File: src/hw/rtl/pdlp_pkg.sv
`default_nettype none

package pdlp_pkg;

    localparam int SAMPLE_W = 8;
    localparam int LEVEL_W  = 8;
    localparam int COEFF_W  = 9;
    localparam int FILT_W   = 16;
    localparam int SUM_W    = 24;
    localparam int LEN_W    = 8;
    localparam int CFG_IDX_W = 2;

    localparam int IN_TDATA_W  = 8;
    localparam int OUT_TDATA_W = 64;

    // Pulse must run longer than this before an end sample is honored
    localparam logic [LEN_W-1:0] MIN_LEN   = LEN_W'(40);
    localparam logic [LEN_W-1:0] LEN_MAX   = '1;
    localparam logic [LEN_W-1:0] LEN_ARMED = LEN_W'(2);
    localparam logic [SUM_W-1:0] SUM_MAX   = '1;

    // Unity weight of the new sample in Q1.8
    localparam logic [COEFF_W-1:0] COEFF_ONE = COEFF_W'(256);

    localparam logic [LEVEL_W-1:0] START_LEVEL_RST = LEVEL_W'(5);
    localparam logic [LEVEL_W-1:0] END_LEVEL_RST   = LEVEL_W'(0);
    localparam logic [COEFF_W-1:0] COEFF_RST       = COEFF_ONE;

    localparam logic [CFG_IDX_W-1:0] REG_START_LEVEL  = CFG_IDX_W'(0);
    localparam logic [CFG_IDX_W-1:0] REG_END_LEVEL    = CFG_IDX_W'(1);
    localparam logic [CFG_IDX_W-1:0] REG_FILTER_COEFF = CFG_IDX_W'(2);

    // First member lands in the highest bits
    typedef struct packed {
        logic [SUM_W-1:0]  gated_sum;
        logic [FILT_W-1:0] peak_value;
        logic [FILT_W-1:0] filtered;
        logic              pulse_valid;
        logic              ended;
        logic              started;
        logic              active;
    } result_t;

    localparam int RESULT_W = $bits(result_t);

endpackage

`default_nettype wire

File: src/hw/rtl/pulse_detector_lowpass_peak.sv
// Threshold pulse detector with first-order low-pass and peak hold.
//
// Channels:
//   s_axis  - one 8-bit sample per request in tdata[7:0].
//   m_axis  - one result per sample; tdata packs active, started, ended,
//             pulse_valid, filtered (Q8.8), peak_value (Q8.8), gated_sum.
//   cfg     - register writes: index 0 start_level, 1 end_level,
//             2 filter_coeff (Q1.8, values above 256 act as 256). Always ready;
//             write only while no sample is in flight.
// Pipeline: input register, then result register. Throughput: one sample
//   per cycle while m_axis_tready holds high; the state update is a
//   single pass through two small multipliers, an adder and compares.
// Stall: when m_axis_tready is low the result register holds; the input
//   register still takes one more sample, then s_axis_tready drops.
// Reset: rst_n clears both pipeline stages, the pulse state (idle, filter,
//   peak, sum and length at zero) and loads the register reset values.
`default_nettype none

module pulse_detector_lowpass_peak (
    input  wire                                  clk,
    input  wire                                  rst_n,
    input  wire                                  s_axis_tvalid,
    output logic                                 s_axis_tready,
    input  wire  [pdlp_pkg::IN_TDATA_W-1:0]      s_axis_tdata,   // [7:0] sample
    output logic                                 m_axis_tvalid,
    input  wire                                  m_axis_tready,
    // [0] active, [1] started, [2] ended, [3] pulse_valid, [19:4] filtered,
    // [35:20] peak_value, [59:36] gated_sum, [63:60] zero
    output logic [pdlp_pkg::OUT_TDATA_W-1:0]     m_axis_tdata,
    input  wire                                  cfg_valid,
    output logic                                 cfg_ready,
    input  wire  [pdlp_pkg::CFG_IDX_W-1:0]       cfg_index,
    input  wire  [pdlp_pkg::COEFF_W-1:0]         cfg_data
);
    import pdlp_pkg::*;

    // Configuration registers
    logic [LEVEL_W-1:0] start_level_reg;
    logic [LEVEL_W-1:0] end_level_reg;
    logic [COEFF_W-1:0] coeff_reg;

    // Input stage
    logic                in_valid_reg;
    logic [SAMPLE_W-1:0] sample_reg;

    // Pulse state
    logic               capturing_reg;
    logic               capturing_next;
    logic [LEN_W-1:0]   len_reg;
    logic [LEN_W-1:0]   len_next;
    logic [FILT_W-1:0]  filt_reg;
    logic [FILT_W-1:0]  filt_next;
    logic [FILT_W-1:0]  peak_reg;
    logic [FILT_W-1:0]  peak_next;
    logic [SUM_W-1:0]   sum_reg;
    logic [SUM_W-1:0]   sum_next;

    // Result stage
    logic    out_valid_reg;
    result_t result_reg;
    result_t result_next;

    logic advance;
    logic in_accept;
    logic update;
    logic trigger;
    logic end_hit;

    logic [COEFF_W-1:0]          coeff_sat;
    logic [COEFF_W-1:0]          coeff_rest;
    logic [FILT_W-1:0]           filt_in;
    logic [FILT_W-1:0]           peak_in;
    logic [SUM_W-1:0]            sum_in;
    logic [COEFF_W+SAMPLE_W-1:0] prod_new;
    logic [COEFF_W+FILT_W-1:0]   prod_old;
    logic [COEFF_W+FILT_W:0]     num;
    logic [SUM_W:0]              sum_wide;

    // Result register frees up when empty or when its request is taken
    assign advance       = !out_valid_reg || m_axis_tready;
    assign s_axis_tready = !in_valid_reg || advance;
    assign in_accept     = s_axis_tvalid && s_axis_tready;
    assign cfg_ready     = 1'b1;

    assign m_axis_tvalid = out_valid_reg;
    assign m_axis_tdata  = {{(OUT_TDATA_W - RESULT_W){1'b0}}, result_reg};

    // Single-pass update of the pulse state from the registered sample
    always_comb
    begin
        trigger    = !capturing_reg && (sample_reg > start_level_reg);
        update     = capturing_reg || trigger;

        coeff_sat  = (coeff_reg > COEFF_ONE) ? COEFF_ONE : coeff_reg;
        coeff_rest = COEFF_ONE - coeff_sat;

        // A trigger clears filter, peak and sum before the first update
        filt_in = capturing_reg ? filt_reg : '0;
        peak_in = capturing_reg ? peak_reg : '0;
        sum_in  = capturing_reg ? sum_reg  : '0;

        prod_new = coeff_sat * sample_reg;
        prod_old = coeff_rest * filt_in;
        num      = {1'b0, prod_new, 8'd0} + {1'b0, prod_old}
                   + (COEFF_W+FILT_W+1)'(128);

        if (update)
        begin
            filt_next = num[FILT_W+7:8];
        end
        else
        begin
            filt_next = filt_reg;
        end

        if (!update)
        begin
            peak_next = peak_reg;
        end
        else if (filt_next > peak_in)
        begin
            peak_next = filt_next;
        end
        else
        begin
            peak_next = peak_in;
        end

        // Gated sum saturates, and drops to zero on a quiet sample
        sum_wide = {1'b0, sum_in} + (SUM_W+1)'(sample_reg);
        if (!update)
        begin
            sum_next = sum_reg;
        end
        else if (sample_reg > start_level_reg)
        begin
            sum_next = sum_wide[SUM_W] ? SUM_MAX : sum_wide[SUM_W-1:0];
        end
        else
        begin
            sum_next = '0;
        end

        if (trigger)
        begin
            len_next = LEN_ARMED;
        end
        else if (capturing_reg && (len_reg != LEN_MAX))
        begin
            len_next = len_reg + LEN_W'(1);
        end
        else
        begin
            len_next = len_reg;
        end

        end_hit        = capturing_reg && (len_next > MIN_LEN)
                         && (sample_reg <= end_level_reg);
        capturing_next = (capturing_reg || trigger) && !end_hit;

        result_next.active      = capturing_next;
        result_next.started     = trigger;
        result_next.ended       = end_hit;
        result_next.pulse_valid = end_hit && (peak_next > {end_level_reg, 8'd0});
        result_next.filtered    = filt_next;
        result_next.peak_value  = peak_next;
        result_next.gated_sum   = sum_next;
    end

    always_ff @(posedge clk or negedge rst_n)
    begin
        if (!rst_n)
        begin
            start_level_reg <= START_LEVEL_RST;
            end_level_reg   <= END_LEVEL_RST;
            coeff_reg       <= COEFF_RST;
        end
        else if (cfg_valid && cfg_ready)
        begin
            unique case (cfg_index)
                REG_START_LEVEL:  start_level_reg <= cfg_data[LEVEL_W-1:0];
                REG_END_LEVEL:    end_level_reg   <= cfg_data[LEVEL_W-1:0];
                REG_FILTER_COEFF: coeff_reg       <= cfg_data;
                default:          ;
            endcase
        end
    end

    // Input stage: hold while the result stage is blocked
    always_ff @(posedge clk or negedge rst_n)
    begin
        if (!rst_n)
        begin
            in_valid_reg <= 1'b0;
        end
        else if (s_axis_tready)
        begin
            in_valid_reg <= s_axis_tvalid;
        end
    end

    always_ff @(posedge clk)
    begin
        if (in_accept)
        begin
            sample_reg <= s_axis_tdata[SAMPLE_W-1:0];
        end
    end

    // State and result advance together, once per sample
    always_ff @(posedge clk or negedge rst_n)
    begin
        if (!rst_n)
        begin
            out_valid_reg <= 1'b0;
            capturing_reg <= 1'b0;
            len_reg       <= '0;
            filt_reg      <= '0;
            peak_reg      <= '0;
            sum_reg       <= '0;
        end
        else if (advance)
        begin
            out_valid_reg <= in_valid_reg;
            if (in_valid_reg)
            begin
                capturing_reg <= capturing_next;
                len_reg       <= len_next;
                filt_reg      <= filt_next;
                peak_reg      <= peak_next;
                sum_reg       <= sum_next;
            end
        end
    end

    always_ff @(posedge clk)
    begin
        if (advance && in_valid_reg)
        begin
            result_reg <= result_next;
        end
    end

endmodule

`default_nettype wire

File: config.mk
export PLATFORM = sky130hd
export DESIGN_NAME = pulse_detector_lowpass_peak
export DESIGN_NICKNAME = d
export VERILOG_FILES = /design/src/hw/rtl/pdlp_pkg.sv /design/src/hw/rtl/pulse_detector_lowpass_peak.sv
export SDC_FILE = /design/constraint.sdc
export NUM_CORES = 1
export LEC_CHECK = 0
export BUFFER_PORTS_ARGS = -buffer_cell sky130_fd_sc_hd__buf_2
export CAP_MARGIN = 20
export CORE_MARGIN = 3
export CORE_UTILIZATION = 63
export CTS_CLUSTER_DIAMETER = 150
export DETAILED_ROUTE_END_ITERATION = 10
export PLACE_DENSITY = 0.82
export SLEW_MARGIN = 20
export SYNTH_ARGS = -nofsm -noshare
export SYNTH_HDL_FRONTEND = slang
export SYNTH_SLANG_ARGS = --single-unit
File: constraint.sdc
create_clock -name clk -period 13.2 [get_ports clk]
set_clock_uncertainty 0.2 [all_clocks]
set_input_delay 0.66 -clock clk [delete_from_list [all_inputs] [get_ports clk]]
set_output_delay 0.66 -clock clk [all_outputs]
set_load 0.1 [all_outputs]
==> metrics.cfg, run 1 <==
[routing]
drt_first_iter_violations = 1483
vias = 12900
drcViolationCount = 0
routed_wl_um = 40100
wl_per_cell_um = 19.0
via_per_inst = 6.11
dr.pass1.iters = 6
antenna_left = 0

[setup_path]
cp.arrival_ns = 11.66
ff2ff_setup_slack_ns = 1.52
critPathMostFrequentCell = fa_1
crit_type = flop to flop
crit_path_top_delay_cell = dfstp_2
path_max_fanout = 19
r2r-end = m_axis_tdata[3]$_DFFE_PP_
critPathMaxStageDelay_ns = 0.73
r2r_cells = 42
reg2reg_from = coeff_reg[8]$_DFFE_PN1P_
critPathLaunchType = flop
cp_data_required_time_ns = 13.18
end_kind = flop

[sta]
hold_viol_final = 0
period_minus_slack_ns = 11.68
slew_violations = 0
max_slew.worst_pin.slew_ns = 0.996
finalWorstSetupSlack_ns = 1.52
fin_tns_setup_ns = 0
slew_headroom_pct = 33.6
fmax_mhz = 85.6
fin_crit_sh_pct = 88.5
setup_viol = 0
holdWs_ns = 0.201
rsz0062_at_grt = false

[synth]
syn_inst = 1726
synth_seq_cells = 160
synth_edf_count = 68
synth.distinct_cells = 85
syn_avg_cell_area_um2 = 9.13
ys_warn_count = 0
synth_top_flop_cell = dfrtp_1
syn-cell-area_mm2 = 0.0158
async_reset_ff_share_pct = 57.5
ys_seq_area_share_pct = 27.6

[floorplanning]
dieArea_mm2 = 0.0269
dieHeight_um = 164
core-area_mm2 = 0.0245
die_w_um = 164
start_util_pct = 64.4
rows = 57
ios = 91

[clocking]
clk_latency_ns = 0.43
cts_root_buf = clkbuf_16
numCtsBuffers = 17
clock_sinks = 160
cts_max_level = 4
tritoncts = built
clk_pin_slew_ns = 0.07
clockBufferDepth = 2
cts.repair.resized = 0

[grt]
grt_pass1_vias = 13000
grt_overflow = 0
grt_max_degree = 88
grt_use_total_pct = 31.1
grt_pass1_wl_um = 66000
antenna_found_initial = 0

[cells_and_area]
syn_to_final_growth_pct = 7.94
largest_reg_flops = 60
layout.nets = 2078
multi_input_area_mm2 = 0.0102
layout-drive-gt1-share_pct = 11.0
seqCellArea_mm2 = 0.00435
fillers = 1827
num_antenna_cells = 0

[flow_run]
max_cap_violations = 0

[placed_design]
port-buffer-count = 85
post-place-ws_ns = 1.47
place_congestion = 0.977
hpwl_um = 30100

[min_path]
hold_path_class = input port to flop
hold_depth = 1
hp-start = s_axis_tdata[7]
hold_end = sample_reg[7]$_DFFE_PP_

[status]
status = finished, final reports clean

layout by cell type, fill, tap and decap left out, types with 5 or more instances in the layout:
| cell type | count |
|---|---|
| inv_1 | 254 |
| nand2_1 | 203 |
| fa_1 | 155 |
| nor2_1 | 146 |
| ha_1 | 119 |
| o21ai_0 | 101 |
| dfrtp_1 | 88 |
| buf_2 | 84 |
| nand3_1 | 69 |
| edfxtp_1 | 68 |
| and2_1 | 66 |
| a21oi_1 | 55 |
| xnor2_1 | 34 |
| mux2_2 | 28 |
| a21o_1 | 26 |
| nor2b_1 | 17 |
| clkbuf_16 | 17 |
| and3_1 | 16 |
| a31oi_1 | 15 |
| buf_4 | 15 |
| nor3_1 | 14 |
| o22ai_1 | 13 |
| xor2_1 | 12 |
| or2_2 | 12 |
| a22o_1 | 10 |
| nand2b_1 | 9 |
| nand4_1 | 9 |
| o21bai_1 | 6 |
| o31ai_1 | 6 |
| mux2i_1 | 6 |
| conb_1 | 5 |
metrics by stage:
step           cells  util [%]  area (µm²)
2_1_floorplan   1729         -       15800
3_3_place_gp    2084      67.1       16400
3_5_place_dp    2084      67.1       16400
4_1_cts         2117      69.5       17000
5_1_grt         2117      69.5       17000
6_report        2117      69.5       17000
what timing repair did:
action                                  4_1_cts  5_1_grt
hold endpoints to repair                     27        0
endpoints found under the setup margin        0        0
setup buffers                                 0        0
hold buffers                                  1        0
critical path, delay by kind of cell, from the launching register on:
family / cells / cell delay, ns
compound gates: 16 / 3.62
fa+ha+maj: 8 / 3.58
simple gates: 11 / 2.49
flops: 1 / 0.73
buf+inv: 5 / 0.44
xor+xnor: 2 / 0.39
synth_stat cells (all sizes together) (9+ instances only):
library cell,number,area (µm²)
nand3,69,345
xor2,12,105
nand4,10,68.8
a21o,26,195
xnor2,35,314
or2,12,75.1
nand2,203,762
a21oi,59,307
nor3,15,80.1
ha,119,1490
o21ai,105,541
nand2b,9,56.3
fa,155,3100
nor2b,18,120
o22ai,13,81.3
mux2,28,315
nor2,146,548
a31oi,16,106
and3,16,100
a22o,10,87.6
and2,66,413
clkbuf,51,191
buf,17,97.6
edfxtp,68,2040
dfrtp,89,2230
inv,255,957
per-layer routing:
metal	global-route usage, %	part of all wire (%)
met1	43.0	40
met2	50.0	48
met3	5.52	8.8
met4	10.1	3.3
met5	0	0
how the worst max path moves through the flow:
stage | from | end | slack [ns] | depth (start not counted)
global placement | coeff_reg[8]$_DFFE_PN1P_ | m_axis_tdata[3]$_DFFE_PP_ | 1.94 | 40
detailed placement | coeff_reg[8]$_DFFE_PN1P_ | m_axis_tdata[3]$_DFFE_PP_ | 1.47 | 40
floorplan | coeff_reg[8]$_DFFE_PN1P_ | m_axis_tdata[3]$_DFFE_PP_ | 2.89 | 42
CTS | coeff_reg[8]$_DFFE_PN1P_ | m_axis_tdata[3]$_DFFE_PP_ | 1.43 | 40
finish | coeff_reg[8]$_DFFE_PN1P_ | m_axis_tdata[3]$_DFFE_PP_ | 1.52 | 42
global route | coeff_reg[8]$_DFFE_PN1P_ | m_axis_tdata[3]$_DFFE_PP_ | 0.97 | 42
cell families (layout without fill, tap and decap cells):
logic type	after synthesis	after routing	synth area share (%)
fa+ha+maj	274	274	29.2
flops	160	160	27.6
simple gates	588	588	17.5
buf+inv	324	388	7.94
other cells	2	5	0.0477
compound gates	295	295	12.4
xor+xnor	49	49	2.95
mux	34	34	2.38
final cells by class:
class	count	area share, %
Sequential cell	160	25.6
Multi-Input combinational cell	1245	59.8
Inverter	256	5.67
Clock inverter	13	0.758
Timing Repair Buffer	100	3.19
Clock buffer	19	2.61
Tap cell	324	2.38
Power of run 1 is not shown: default switching activity piles up to over one toggle a cycle in this logic, so the estimate is an artifact.
==> inputs of run 2 (changes only) <==
--- a/config.mk
+++ b/config.mk
@@ -7,11 +7,12 @@
 export LEC_CHECK = 0
 export BUFFER_PORTS_ARGS = -buffer_cell sky130_fd_sc_hd__buf_2
 export CAP_MARGIN = 20
+export CORE_ASPECT_RATIO = 1.2
 export CORE_MARGIN = 3
-export CORE_UTILIZATION = 63
+export CORE_UTILIZATION = 55
 export CTS_CLUSTER_DIAMETER = 150
 export DETAILED_ROUTE_END_ITERATION = 10
-export PLACE_DENSITY = 0.82
+export PLACE_DENSITY = 0.73
 export SLEW_MARGIN = 20
 export SYNTH_ARGS = -nofsm -noshare
 export SYNTH_HDL_FRONTEND = slang
==> run 2 against run 1 <==
Net effect:
- final cell count rose by 2.7%
- routed wire length rose by 1.8%
- die area rose by 14%
- clock-buffer cell count fell by 1
- first-iteration DRC count fell by 35%
- fmax rose by 1.1%
- setup slack improved by 0.13 ns
- non-clock buffer count rose by 2
- hold slack improved by 0.0030 ns
- sequential share of layout area fell by 0.16 points
- final area rose by 0.61%
- critical path type unchanged
==> metrics.cfg, run 2 (synthesized netlist as in run 1, its figures left out) <==
[status]
status = finished, final reports clean  ; unchanged

[routing]
antenna_left = 0  ; unchanged
vias = 12500  ; was 12,900
routed_wl_um = 40900  ; was 40,100 µm
drt_first_iter_violations = 962  ; was 1,483
drcViolationCount = 0  ; unchanged
via_per_inst = 5.77  ; was 6.11
wl_per_cell_um = 18.8  ; was 19.0 µm
dr.pass1.iters = 6  ; unchanged

[sta]
period_minus_slack_ns = 11.56  ; was 11.68 ns
rsz0062_at_grt = false  ; unchanged
fmax_mhz = 86.5  ; was 85.6 MHz
max_slew.worst_pin.slew_ns = 0.945  ; was 0.996 ns
hold_viol_final = 0  ; unchanged
fin_tns_setup_ns = 0  ; unchanged
slew_headroom_pct = 36.7  ; was 33.6%
fin_crit_sh_pct = 87.6  ; was 88.5%
setup_viol = 0  ; unchanged
slew_violations = 0  ; unchanged

[placed_design]
hpwl_um = 31500  ; was 30,100 µm
place_congestion = 0.922  ; was 0.977
port-buffer-count = 85  ; unchanged

[clocking]
tritoncts = built  ; unchanged
clockBufferDepth = 2  ; unchanged
numCtsBuffers = 17  ; unchanged
clk_latency_ns = 0.43  ; about the same
clock_sinks = 160  ; unchanged
cts_root_buf = clkbuf_16  ; unchanged
postCtsSetupBuffers = 0  ; unchanged
clk_pin_slew_ns = 0.06  ; was 0.07 ns
cts_max_level = 4  ; unchanged

[setup_path]
crit_path_top_delay_cell = dfstp_2  ; unchanged
critPathLaunchType = flop  ; unchanged
path_max_fanout = 19  ; unchanged
reg2reg_from = coeff_reg[8]$_DFFE_PN1P_  ; unchanged
critPathMaxStageDelay_ns = 0.72  ; was 0.73 ns
cp_data_required_time_ns = 13.18  ; about the same
crit_type = flop to flop  ; unchanged
cp.arrival_ns = 11.53  ; was 11.66 ns
crit_path_start = coeff_reg[8]$_DFFE_PN1P_  ; unchanged
end_kind = flop  ; unchanged
critPathMostFrequentCell = fa_1  ; unchanged

[flow_run]
max_cap_violations = 0  ; unchanged

[floorplanning]
core-area_mm2 = 0.0281  ; was 0.0245 mm²
dieArea_mm2 = 0.0307  ; was 0.0269 mm²
ios = 91  ; unchanged
rows = 67  ; was 57
start_util_pct = 56.1  ; was 64.4%
die_w_um = 160  ; was 164 µm
dieHeight_um = 191  ; was 164 µm

[grt]
grt_pass1_wl_um = 66600  ; was 66,000 µm
antenna_found_initial = 0  ; unchanged
grt_max_degree = 70  ; was 88
grt_overflow = 0  ; unchanged
grt_use_total_pct = 27.4  ; was 31.1%
grt_pass1_vias = 13000  ; about the same

[min_path]
hp-start = s_axis_tdata[1]  ; was s_axis_tdata[7]
hold_path_class = input port to flop  ; unchanged

[cells_and_area]
layout-drive-gt1-share_pct = 11.2  ; was 11.0%
layout.nets = 2080  ; was 2,078
final_common_cell = inv_1  ; unchanged
num_antenna_cells = 0  ; unchanged
syn_to_final_growth_pct = 8.60  ; was 7.94%
largest_reg_flops = 60  ; unchanged
final_cell_mix = 254 x inv_1, 203 x nand2_1, 155 x fa_1  ; unchanged
fillers = 2355  ; was 1,827

-- run 2: path summary, 6_finish.rpt --
kind,endpoint,slack (ns),depth (start not counted)
worst max-delay path,m_axis_tdata[3]$_DFFE_PP_,1.64,42
worst min-delay path,sample_reg[1]$_DFFE_PP_,0.20,1
worst max register to register,m_axis_tdata[3]$_DFFE_PP_,1.64,42
worst min register to register,m_axis_tvalid$_DFFE_PN0P_,0.31,1
max in group asynchronous,capturing_reg$_DFFE_PN0P_,11.03,3
min in group asynchronous,sum_reg[21]$_DFFE_PN0P_,0.49,2
-- run 2: timing repair --
item / in CTS / in global routing
hold buffers: 1 / 0
hold endpoints to repair: 27 / 0
setup endpoints to repair: 0 / 0
resized for setup: 0 / 0
-- run 2: cell type report --
type                    count  area (µm²)  share of cell area (%)
clock buffers              18         429                    2.51
clock inverters            14         155                   0.907
inverters                 256         963                    5.63
multi-input cells        1245       10200                    59.5
flip-flops and latches    160        4350                    25.4
well taps                 379         474                    2.77
repair buffers            102         558                    3.26
-- run 2: stage by stage --
step	util, %	instance area [µm²]	std cells	hold slack [ns]	setup slack (ns)
CTS	60.9	17100	2173	0.192	1.54
detailed placement	58.8	16500	2140	0.294	1.57
global route	60.9	17100	2174	0.193	0.942
floorplan	-	15800	1729	0.164	2.89
finish	60.9	17100	2174	0.204	1.64
global placement	58.8	16500	2140	0.288	1.79
-- run 2: critical path: cells and delay by family (launching register included) --
kind | cells | cell delay [ns]
flops | 1 | 0.72
buf+inv | 5 | 0.43
compound gates | 16 | 3.60
fa+ha+maj | 8 | 3.59
simple gates | 11 | 2.37
xor+xnor | 2 | 0.36
-- run 2: layer usage --
layer	up-vias	track usage (%)	share of wire, %
li1	5822	-	-
met1	6162	32.9	39
met2	451	49.6	51
met3	99	3.34	5.6
met4	0	11.6	4.2
met5	-	0	0
Power of run 2 is left out for the same reason.
